==> config.mk <==
export PLATFORM = sky130hd
export DESIGN_NAME = tlqs_div
export DESIGN_NICKNAME = d
export VERILOG_FILES = /design/src/hw/rtl/tlqs_div.sv
export SDC_FILE = /design/constraint.sdc
export NUM_CORES = 2
export LEC_CHECK = 0
export BUFFER_PORTS_ARGS = -buffer_cell sky130_fd_sc_hd__buf_2
export CAP_MARGIN = 20
export CELL_PAD_IN_SITES_DETAIL_PLACEMENT = 2
export CELL_PAD_IN_SITES_GLOBAL_PLACEMENT = 2
export CORE_ASPECT_RATIO = 0.7
export CORE_UTILIZATION = 40
export DETAILED_ROUTE_END_ITERATION = 8
export GPL_ROUTABILITY_DRIVEN = 1
export GPL_TIMING_DRIVEN = 0
export PLACE_DENSITY_LB_ADDON = 0.08
export SLEW_MARGIN = 40
export SYNTH_ARGS = -nofsm -noshare
export SYNTH_HDL_FRONTEND = slang
export SYNTH_SLANG_ARGS = --single-unit
==> constraint.sdc <==
create_clock -name clk -period 3.4 [get_ports clk]
set_clock_uncertainty 0.05 [all_clocks]
set_input_delay 1.02 -clock clk [delete_from_list [all_inputs] [get_ports clk]]
set_output_delay 1.02 -clock clk [all_outputs]
set_load 0.005 [all_outputs]
==> src/hw/rtl/tlqs_div.sv <==
// ----------------------------------------------------------------------------
// Pipelined restoring divider
// A row of cells, one quotient bit per cell, with a sideband word carried along.
// ----------------------------------------------------------------------------
`default_nettype none

module tlqs_div #(
	parameter int NW = 32,
	parameter int DW = 16,
	parameter int SW = 1
) (
	input  logic          clk,
	input  logic          arst_n,
	input  logic          in_valid,
	input  logic [NW-1:0] in_num,
	input  logic [DW-1:0] in_den,
	input  logic [SW-1:0] in_side,
	output logic          out_valid,
	output logic [NW-1:0] out_quo,
	output logic [DW-1:0] out_rem,
	output logic [SW-1:0] out_side
);

	logic          vld_q  [NW];
	logic [NW-1:0] num_q  [NW];
	logic [DW-1:0] rem_q  [NW];
	logic [DW-1:0] den_q  [NW];
	logic [SW-1:0] side_q [NW];

	for (genvar k = 0; k < NW; k++) begin : g_cell
		logic          vld_p;
		logic [NW-1:0] num_p;
		logic [DW-1:0] rem_p;
		logic [DW-1:0] den_p;
		logic [SW-1:0] side_p;
		logic [DW:0]   acc;
		logic          ge;

		if (k == 0) begin : g_head
			assign vld_p  = in_valid;
			assign num_p  = in_num;
			assign rem_p  = '0;
			assign den_p  = in_den;
			assign side_p = in_side;
		end else begin : g_link
			assign vld_p  = vld_q[k-1];
			assign num_p  = num_q[k-1];
			assign rem_p  = rem_q[k-1];
			assign den_p  = den_q[k-1];
			assign side_p = side_q[k-1];
		end

		always_comb begin
			acc = {rem_p, num_p[NW-1]};
			ge  = (acc >= {1'b0, den_p});
		end

		always_ff @(posedge clk or negedge arst_n) begin
			if (!arst_n) begin
				vld_q[k] <= 1'b0;
			end else begin
				vld_q[k] <= vld_p;
			end
		end

		always_ff @(posedge clk) begin
			num_q[k]  <= {num_p[NW-2:0], ge};
			rem_q[k]  <= ge ? DW'(acc - {1'b0, den_p}) : acc[DW-1:0];
			den_q[k]  <= den_p;
			side_q[k] <= side_p;
		end
	end

	assign out_valid = vld_q[NW-1];
	assign out_quo   = num_q[NW-1];
	assign out_rem   = rem_q[NW-1];
	assign out_side  = side_q[NW-1];

endmodule

`default_nettype wire

# Word-level counts from Yosys, hierarchy flattened
# Memory sizes are Yosys's and may differ from the RTL's.
# Index checks and enable logic that the tools add are counted.
# word_totals
regBits,32
mem_bits_rw,2080
elab_cells,132
n_memories,4
# op_classes
n_addsub,32
order_cmp,32
muxes,32
# mem_list
memory,words,width,rd,rd_ports_with_merged_regs,write_ports,line,source
num_q,32,32,32,0,32,25,logic [NW-1:0] num_q [NW];
den_q,32,16,31,0,32,27,logic [DW-1:0] den_q [NW];
rem_q,32,16,32,0,32,26,logic [DW-1:0] rem_q [NW];
side_q,32,1,32,0,32,28,logic [SW-1:0] side_q [NW];
# op_table
operator,n
17-bit by 16-bit greater-or-equal comparator with 1-bit output,31
16-bit two-way mux,32
16-bit subtractor,31
1-bit by 16-bit greater-or-equal comparator with 1-bit output,1
1-bit by 16-bit subtractor with 16-bit output,1

# Logic depth before layout (Yosys ltp)
# An unclocked memory read counts as a cell.
# depth
word_depth,3
mapped_depth,13
ltp_nobuf,12

# Worst setup path after synthesis
# OpenSTA, ideal clock, no wires.
# synth_path
kind,register to register
startpoint,"mem den_q[25][1], in the netlist den_q[1][145]"
endpoint,"mem rem_q[26][8], in the netlist rem_q[6][40]"
arrival_time_ps,2777
required_ps,3229
path_slack_ps,453
stages_incl_launch_ff,13
path_buffers,1
period_less_slack_ps,2947
cell_sequence,dfxtp_1 inv_1 ha_1 nor2b_1 o21ai_0 a21boi_0 o31ai_1 a21oi_1 a2111oi_2 nand2_1 a31oi_4 buf_6 mux2_2
# synth_rtl
element,line
"start, declared",27
"end, declared",26

==> summary.txt <==
STA
  – Slew of the pin with the lowest slew margin: 0.8955 ns
  – Slew HR: 39.75%
  – Fmax achieved: 295.7 MHz
  – Final setup fails: 0
  – Final worst path period need: 3.382 ns
  – Final slew viol count: 0
  – Final period utilization: 99.48%
  – Fin. Hold Viols: 0

Global route
  – Vias in the first global route: 51.67k
  – GR Util All Layers: 20.93%
  – Largest net degree at the start of global routing: 33
  – Antenna violations before repair: 12
  – Remaining Overflow, GRT: 0
  – First-pass GRT wire length: 296500 um

Clocking
  – Hold bufs inserted after CTS: 0
  – Clock sink count: 2096
  – Root buffer selected by CTS: clkbuf_16
  – CTS buffer count: 197
  – Worst-skew pair later-pin latency: 0.87 ns
  – Longest Clk Path Bufs: 3
  – Worst-path clk slew: 0.07 ns
  – CTS tree: yes
  – H-tree Lvls: 4

Yosys
  – EDFF count, synth: 0
  – Syn Area/Cell: 11.20 um2
  – Post-Synthesis Cells: 6347
  – Sequential element share of the synthesized area: 59.24%
  – Number of synthesis warnings: 0
  – Synth Cell Area: 71100 um2
  – Share of async-settable or async-resettable flops after synthesis: 1.527%
  – Syn Nets: 6928
  – Count of cell types in the netlist: 82
  – Ys flop type: dfxtp_1
  – Yosys reg bits: 2096

Floorplanning
  – Initial Util: 40.27%
  – Die W: 505.9 um
  – Die height: 354.8 um
  – FP Rows: 129
  – Die ar.: 179500 um2
  – Core Area: 176600 um2
  – Ports: 102

Drt
  – Remaining DRCs: 0
  – Post-Route WL: 188100 um
  – Drt via density: 4.982
  – Routed WL per cell: 20.36 um
  – Total vias in the final route: 46.02k
  – Initial drt markers: 1716
  – Drt pass-1 iters: 5
  – Final ANT Viol Nets: 0

Place
  – Gp weighted congestion: 0.8237
  – Final HPWL DP: 129700 um
  – DP Cell Count: 8806
  – Port bufs: 101

Power and ir drop
  – Peak VDD IR: 0.6070 mV
  – Leak: 37.21 nW
  – PD cells: 986.1 nW/um2
  – Pwr Total: 82.06 mW

Cells and area
  – Most common cell after layout, fill and taps aside: dfxtp_1
  – Area grow syn2layout: 17.03%
  – Final nets: 7286
  – Share of cells above drive strength 1: 13.77%
  – Most frequent cells in the layout: dfxtp_1 (2055), inv_1 (629), ha_1 (492)
  – Post-layout instance count excluding filler cells: 9238
  – FILL cells: 17.70k

Status
  – Status: finished clean

Setup path
  – Crit-path cells: inv_1 > ha_2 > nand2_1 > o21ai_2 > a31oi_4 > a211oi_1 > a211oi_2 > a21oi_1 > or4_1 > buf_4 > buf_4 > a21oi_1
  – Critical-path top delay cell: a211oi_1
  – FF-to-FF Start: den_q[0][146]$_DFF_P_
  – CP endpoint kind: flop
  – Arrival time worst endpoint: 4.06 ns
  – Worst Path Max Fanout: 10
  – Startpoint Class: flop
  – Slowest stage delay, CP: 0.49 ns
  – FF-to-FF setup slack: 0.02 ns
  – Worst EP required: 4.08 ns
  – Critical path class: flop to flop
  – Reg2reg path depth: 12
  – FF-to-FF End: rem_q[2][44]$_DFF_P_

Run
  – Max-cap violation count: 0

Hold path
  – Worst Hold Class: input port to asynchronous set/reset pin
## kinds of logic after synthesis
| kind of cell | share of synthesized area (%) |
|---|---|
| DFF | 59.24 |
| buffers and inverters | 3.896 |
| adders and majority gates | 9.636 |
| and+or+nand+nor | 7.948 |
| AOI/OAI and AO/OA | 10.80 |
| xor gates and xnor gates | 4.373 |
| muxes | 4.109 |
## cell type report
cell class / count / area [um2] / share of cell area (%)
sequential: 2096 / 42130 / 50.64
multi-input combinational: 3543 / 26900 / 32.32
clock buffer: 252 / 5408 / 6.499
tap: 2358 / 2950 / 3.546
inverter: 630 / 2365 / 2.842
clock inverter: 120 / 1956 / 2.350
timing repair buffer: 161 / 1010 / 1.213
buffer: 76 / 488.0 / 0.5864
antenna: 2 / 5.005 / 0.006015
## sequential cells by signal, indices dropped and copies added (netlist names)
name / cells
g_cell.vld_p: 31
rem_q: 512
num_q: 1024
side_q: 32
out_valid: 1
den_q: 496
## layer usage
| metal | track usage, % | wire length, um | up-vias |
|---|---|---|---|
| li1 | - | - | 22258 |
| met2 | 34.45 | 86620 | 549 |
| met4 | 5.368 | 4012 | 2 |
| met1 | 28.68 | 91810 | 22917 |
| met3 | 3.146 | 5634 | 296 |
| met5 | 0 | 8 | - |
## what timing repair did
action / CTS / global route
pin swaps: 25 / 23
resized for setup: 104 / 109
setup endpoints to repair: 447 / 355
setup buffers: 41 / 19
## Yosys cell counts (61+ instances only)
library cell  instances  share of area (%)
a21o_1              101                1.1
a21oi_1             388                2.7
dfxtp_1            2064                 58
ha_1                498                8.8
inv_1               630                3.3
mux2_2              222                3.5
nand2_1             301                1.6
nand3_1              79               0.56
nand4_1              61               0.54
nor2_1              387                2.0
nor2b_1              80               0.70
nor3_1               84               0.59
o21ai_0             279                2.0
xnor2_1             221                2.7
xor2_1              134                1.7
## where the power goes
| part | internal, mW | total, mW | switching (mW) |
|---|---|---|---|
| clock network | 14.1 | 24.5 | 10.4 |
| logic | 11.6 | 26.2 | 14.6 |
| registers | 29.1 | 31.3 | 2.26 |
| total | 54.8 | 82.1 | 27.2 |
## critical path, delay by kind of cell (launching register included)
kind            cells  cell delay [ns]
fa+ha+maj           1             0.40
compound gates      6             1.50
simple gates        2             0.28
flops               1             0.40
buf+inv             3             0.59
## worst max path at each step
stage	startpoint	endpoint	slack, ns	cells past startpoint
floorplan	den_q[1][145]$_DFF_P_	rem_q[6][40]$_DFF_P_	0.45	12
global placement	den_q[1][177]$_DFF_P_	rem_q[7][14]$_DFF_P_	-0.56	12
detailed placement	den_q[1][161]$_DFF_P_	rem_q[6][62]$_DFF_P_	-0.66	11
CTS	den_q[0][146]$_DFF_P_	rem_q[2][36]$_DFF_P_	0.001	12
global route	den_q[1][161]$_DFF_P_	rem_q[6][62]$_DFF_P_	-0.04	12
finish	den_q[0][146]$_DFF_P_	rem_q[2][44]$_DFF_P_	0.02	12
## metrics by stage
stage               cell area, um2  setup TNS [ns]  worst slack (ns)  util (%)  hold slack, ns
finish                       83210               0           0.01778     47.12          0.1678
global route                 83210         -0.2349          -0.03703     47.12          0.1543
CTS                          82680               0          0.001008     46.82          0.1304
detailed placement           74600          -98.09           -0.6631     42.25          0.2632
global placement             74560          -87.27           -0.5562     42.23          0.2595
floorplan                    71100               0            0.4525         -          0.2596
Power figures use the tool's default switching activity.
