[config.mk]
export PLATFORM = sky130hd
export DESIGN_NAME = tlqs_isqrt
export DESIGN_NICKNAME = d
export VERILOG_FILES = /design/src/hw/rtl/tlqs_isqrt.sv
export SDC_FILE = /design/constraint.sdc
export NUM_CORES = 2
export LEC_CHECK = 0
export BUFFER_PORTS_ARGS = -buffer_cell sky130_fd_sc_hd__buf_2
export CORE_ASPECT_RATIO = 1.4
export CORE_UTILIZATION = 60
export DETAILED_ROUTE_END_ITERATION = 10
export PLACE_DENSITY = 0.76
export SLEW_MARGIN = 30
export SYNTH_ARGS = -nofsm -noshare
export SYNTH_HDL_FRONTEND = slang
export SYNTH_SLANG_ARGS = --single-unit
[constraint.sdc]
create_clock -name clk -period 3.5 [get_ports clk]
set_input_delay 0.35 -clock clk [delete_from_list [all_inputs] [get_ports clk]]
set_output_delay 0.35 -clock clk [all_outputs]
set_load 0.05 [all_outputs]
[src/hw/rtl/tlqs_isqrt.sv]
// ----------------------------------------------------------------------------
// Pipelined integer square root
// A row of cells, one root bit per cell, with a sideband word carried along.
// ----------------------------------------------------------------------------
`default_nettype none

module tlqs_isqrt #(
	parameter int RW = 50,
	parameter int SW = 1
) (
	input  logic            clk,
	input  logic            arst_n,
	input  logic            in_valid,
	input  logic [RW-1:0]   in_rad,
	input  logic [SW-1:0]   in_side,
	output logic            out_valid,
	output logic [RW/2-1:0] out_root,
	output logic [SW-1:0]   out_side
);

	localparam int QW  = RW / 2;
	localparam int RMW = QW + 2;

	logic           vld_q  [QW];
	logic [RW-1:0]  rad_q  [QW];
	logic [RMW-1:0] rem_q  [QW];
	logic [QW-1:0]  root_q [QW];
	logic [SW-1:0]  side_q [QW];

	for (genvar k = 0; k < QW; k++) begin : g_cell
		logic           vld_p;
		logic [RW-1:0]  rad_p;
		logic [RMW-1:0] rem_p;
		logic [QW-1:0]  root_p;
		logic [SW-1:0]  side_p;
		logic [RMW+1:0] acc;
		logic [RMW+1:0] trial;
		logic           ge;

		if (k == 0) begin : g_head
			assign vld_p  = in_valid;
			assign rad_p  = in_rad;
			assign rem_p  = '0;
			assign root_p = '0;
			assign side_p = in_side;
		end else begin : g_link
			assign vld_p  = vld_q[k-1];
			assign rad_p  = rad_q[k-1];
			assign rem_p  = rem_q[k-1];
			assign root_p = root_q[k-1];
			assign side_p = side_q[k-1];
		end

		always_comb begin
			acc   = {rem_p, rad_p[RW-1 -: 2]};
			trial = {2'b00, root_p, 2'b01};
			ge    = (acc >= trial);
		end

		always_ff @(posedge clk or negedge arst_n) begin
			if (!arst_n) begin
				vld_q[k] <= 1'b0;
			end else begin
				vld_q[k] <= vld_p;
			end
		end

		always_ff @(posedge clk) begin
			rad_q[k]  <= rad_p << 2;
			rem_q[k]  <= ge ? RMW'(acc - trial) : acc[RMW-1:0];
			root_q[k] <= {root_p[QW-2:0], ge};
			side_q[k] <= side_p;
		end
	end

	assign out_valid = vld_q[QW-1];
	assign out_root  = root_q[QW-1];
	assign out_side  = side_q[QW-1];

endmodule

`default_nettype wire

# --- Word level (Yosys, flattened, before mapping) ---
# Memories as Yosys holds them, arrays and structs flattened.
# Cells that the tools add are included.
classes:
  addsub: 25
  n_lt_le_gt_ge: 25
  muxes: 25
op_table:
  columns: ["cell", "count"]
  rows:
  - ["29-bit by 27-bit greater-or-equal comparator with 1-bit output", 24]
  - ["27-bit two-way mux", 25]
  - ["27-bit subtractor", 24]
  - ["2-bit by 1-bit subtractor with 3-bit output, second input constant", 1]
  - ["2-bit by 1-bit greater-or-equal comparator with 1-bit output, second input constant", 1]
word_totals:
  n_memories: 4
  ff_bits: 25
  inputBits: 54
  ram_bits: 2525
  elab_cells: 104
  output_inout_bits: 27
mem_list:
  columns: ["memory", "depth", "word_bits", "read_ports", "rd_ports_with_merged_regs", "wr", "line_no", "text"]
  rows:
  - ["rad_q", 25, 48, 24, 0, 25, "25", "logic [RW-1:0] rad_q [QW];"]
  - ["rem_q", 25, 27, 24, 0, 25, "26", "logic [RMW-1:0] rem_q [QW];"]
  - ["root_q", 25, 25, 25, 0, 25, "27", "logic [QW-1:0] root_q [QW];"]
  - ["side_q", 25, 1, 25, 0, 25, "28", "logic [SW-1:0] side_q [QW];"]

# --- Depth between registers and ports, before layout ---
# An unclocked memory read counts as a cell.
depth:
  ltp_word: 3
  depth_mapped: 14
  ltp_nobuf: 12

# --- Least setup slack after synthesis ---
# No wires, ideal clock.
synth_timing:
  path_kind: "register to register"
  start: "memory root_q[4][0] in the netlist's numbering"
  end: "memory rem_q[0][155] in the netlist's numbering"
  arrival_ns: 3.050
  path_stages_with_launch: 13
  setup_time_ns: 0.118
  period_less_slack_ns: 3.168
  setup_slack_ns: 0.332
  n_path_buf: 1
  t_required_ns: 3.382
  cell_sequence: "dfxtp_1 -> inv_1 -> ha_1 -> nor2b_1 -> o21ai_0 -> nor2b_1 -> o21ai_0 -> a21o_1 -> a211oi_1 -> or4b_2 -> buf_2 -> or4_1 -> xnor2_1"
synth_rtl:
  columns: ["item", "line_no"]
  rows:
  - ["start: declaration", "27"]
  - ["end: declaration", "26"]

==> impl_metrics.tcl <==
set metrics [dict create \
    status "complete, no violations" \
    start_kind "register" \
    layout.nets 6177 \
    async_flop_share_pct 1.576 \
    synth_commonest_cells "dfxtp_1, inv_1, nand2_1" \
    drc_errors 0 \
    max-vdd-ir-drop_mv 0.5337 \
    setup_violations 0 \
    cp_cell_sequence "inv_1 > ha_1 > o21a_1 > or4_1 > a311o_1 > a32oi_2 > a31oi_1 > a311oi_2 > o41a_1 > buf_12 > nor3_1 > xor2_1" \
    hp-class "in -> async" \
    critPathSlowestCell "or4_1" \
    avgSynthCellArea_um2 10.32 \
    setup.worst_path.class "reg -> reg" \
    end_kind "register" \
    ys_ff_latch 1586 \
    cts.sinks 1586 \
    synth_area_um2 56660 \
    rrSetupSlack_ns 0.11 \
    yosysTopAreaCell "dfxtp_1" \
    synth_edf_count 0 \
    period_minus_slack_ns 3.392 \
    die_y_um 365.6 \
    yosysTopAreaCellShare_pct 55.15 \
    reg2reg_to "rem_q[2][158]$_DFF_P_" \
    grtUsageTotal_pct 24.40 \
    place.gp.congestion 0.9430 \
    dp_cells 6787 \
    grt_pass1_vias 39150 \
    nFillCells 6891 \
    hpwl_mm 84.94 \
    path_delay_family "compound AO/OA/AOI/OAI gates" \
    synth_warnings 0 \
    yosysSeqAreaShare_pct 56.25 \
    synth_most_common_cell "dfxtp_1" \
    finalNonFillerCells 7104 \
    power_mw 46.64 \
    cp.arrival_ns 4.01 \
    start_util_pct 60.48 \
    drt-initial-drc-count 1681 \
    die-width_um 261.7 \
    cp_max_fo 16 \
    vias 38490 \
    clock.fmax_mhz 294.8 \
    synth_area_leaders "dfxtp_1, ha_1, xor2_1" \
    finClkSkew_ns 0.02726 \
    timing.rr.start "root_q[20][0]$_DFF_P_" \
    worstMarginPinSlew_ns 0.8287 \
    powerDensity_nw_per_um2 720.0 \
    wl_per_cell_um 16.36 \
    mappedNetlistNets 5895 \
    syn-instance-count 5489 \
    ios 81 \
    cap_violations 0 \
    drive_above_1_share_pct 8.526 \
    crit_buf_inv 2 \
    placementRows 133 \
    place.port_buffers 80 \
    rsz0062_at_grt "no" \
    fp.coreArea_um2 93690 \
    wl_mm 116.2 \
    crit_required_ns 4.12 \
    grt_max_degree 45 \
    p_leak_nw 30.61 \
    hold_viol_final 0 \
    clk_pin_slew_ns 0.08 \
    cp-startpoint "root_q[20][0]$_DFF_P_" \
    clock_latency_ns 0.77 \
    fp.dieArea_um2 95690 \
    h-tree-depth 4 \
    antenna_found_initial 2 \
    drt-pass1-iter-count 6 \
    endpoint "rem_q[2][158]$_DFF_P_" \
    via_per_inst 5.419 \
    cp_slowest_stage_delay_ns 0.47 \
    cts_buffer_depth 3 \
    r2r_cells 12 \
    slew_headroom_pct 44.42 \
    drv_slew 0 \
    fin_crit_sh_pct 96.91 \
    grt_overflow 0 \
    cts_buffers 143 \
    cp.depth 12 \
    grt_pass1_wl_mm 186.2 \
    cts_tree "yes" \
    cts_root_buf "clkbuf_16" \
    synth-main-ff-cell "dfxtp_1" \
    syn_to_final_growth_pct 14.32 \
    yosysUniqueCellTypes 83 \
    ant_nets 0 \
]
==> per-layer routing <==
layer / GRT usage [%] / up-vias / wire, um
li1: - / 19270 / -
met1: 21.17 / 18090 / 39040
met2: 49.46 / 756 / 65990
met3: 3.957 / 380 / 3500
met4: 16.50 / 0 / 7696
met5: 0 / - / 0
==> power by group <==
group | internal [mW] | switching [mW] | total, mW
Sequential | 21.0 | 2.07 | 23.0
Combinational | 3.33 | 3.88 | 7.21
Clock | 9.49 | 6.91 | 16.4
==> placed cells by master (no fill, tap or decap), types with 83 or more instances in the layout <==
master	netlist	layout
dfxtp_1	1561	1561
inv_1	451	451
nand2_1	442	442
o21ai_0	359	358
ha_1	352	352
nor2_1	259	258
a21oi_1	256	252
xor2_1	241	241
xnor2_1	238	238
clkbuf_16	0	144
a21o_1	141	141
nor3_1	130	130
buf_4	1	94
nand3_1	83	83
==> logic make-up (layout without fill, tap and decap cells) <==
| kind of cell | Yosys count | count (layout) | synth area share (%) |
|---|---|---|---|
| and+or+nand+nor | 1397 | 1397 | 12.24 |
| muxes | 37 | 37 | 0.7044 |
| AOI/OAI and AO/OA | 1087 | 1087 | 11.95 |
| DFF | 1586 | 1586 | 56.25 |
| xor gates and xnor gates | 479 | 479 | 7.404 |
| adders and majority gates | 352 | 352 | 7.773 |
| buffers and inverters | 550 | 949 | 3.672 |
| other | 1 | 2 | 0.006618 |
==> what timing repair did <==
| item | 4_1_cts | 5_1_grt |
|---|---|---|
| setup buffers | 0 | 0 |
| gates resized for setup | 2 | 10 |
| hold buffers | 54 | 0 |
| pin swaps | 0 | 1 |
| setup endpoints to repair | 1 | 19 |
| hold endpoints to repair | 78 | 0 |
==> layout make-up <==
| cell class | instances | area [um2] | share of cell area [%] |
|---|---|---|---|
| repair buffers | 234 | 1758 | 2.714 |
| flip-flops and latches | 1586 | 31880 | 49.21 |
| diodes | 1 | 2.502 | 0.003863 |
| inverters | 453 | 1700 | 2.625 |
| clock buffers | 197 | 4063 | 6.272 |
| clock inverters | 65 | 1051 | 1.622 |
| multi-input cells | 3353 | 22810 | 35.21 |
| well taps | 1215 | 1520 | 2.347 |
==> metrics by stage <==
step / worst slack, ns / util, % / setup TNS (ns) / instance area, um2 / hold slack (ns)
6_report: 0.1081 / 69.14 / 0 / 64780 / 0.1573
2_1_floorplan: 0.3315 / - / 0 / 56660 / 0.05441
5_1_grt: 0.005711 / 69.14 / 0 / 64780 / 0.1657
4_1_cts: 0.04144 / 69.09 / 0 / 64730 / 0.09814
3_5_place_dp: -0.06948 / 63.05 / -0.06948 / 59070 / 0.3121
3_3_place_gp: -0.03089 / 63.05 / -0.03089 / 59070 / 0.3095
==> worst min path at each step <==
stage                                      end  slack, ns  depth (start not counted)
floorplan           g_cell[10].vld_p$_DFF_PN0_       0.05                          0
CTS                 g_cell[16].vld_p$_DFF_PN0_        0.1                          2
finish              g_cell[10].vld_p$_DFF_PN0_       0.16                          2
global placement          rad_q[8][47]$_DFF_P_       0.31                          0
global route              rad_q[0][35]$_DFF_P_       0.17                          2
detailed placement       rad_q[11][45]$_DFF_P_       0.31                          0
==> sequential cells by signal, summed over array words and instances, names as in the netlist <==
name,cells
rem_q,611
g_cell.vld_p,24
side_q,25
rad_q,600
out_valid,1
root_q,325
(Power assumes the default switching activity.)
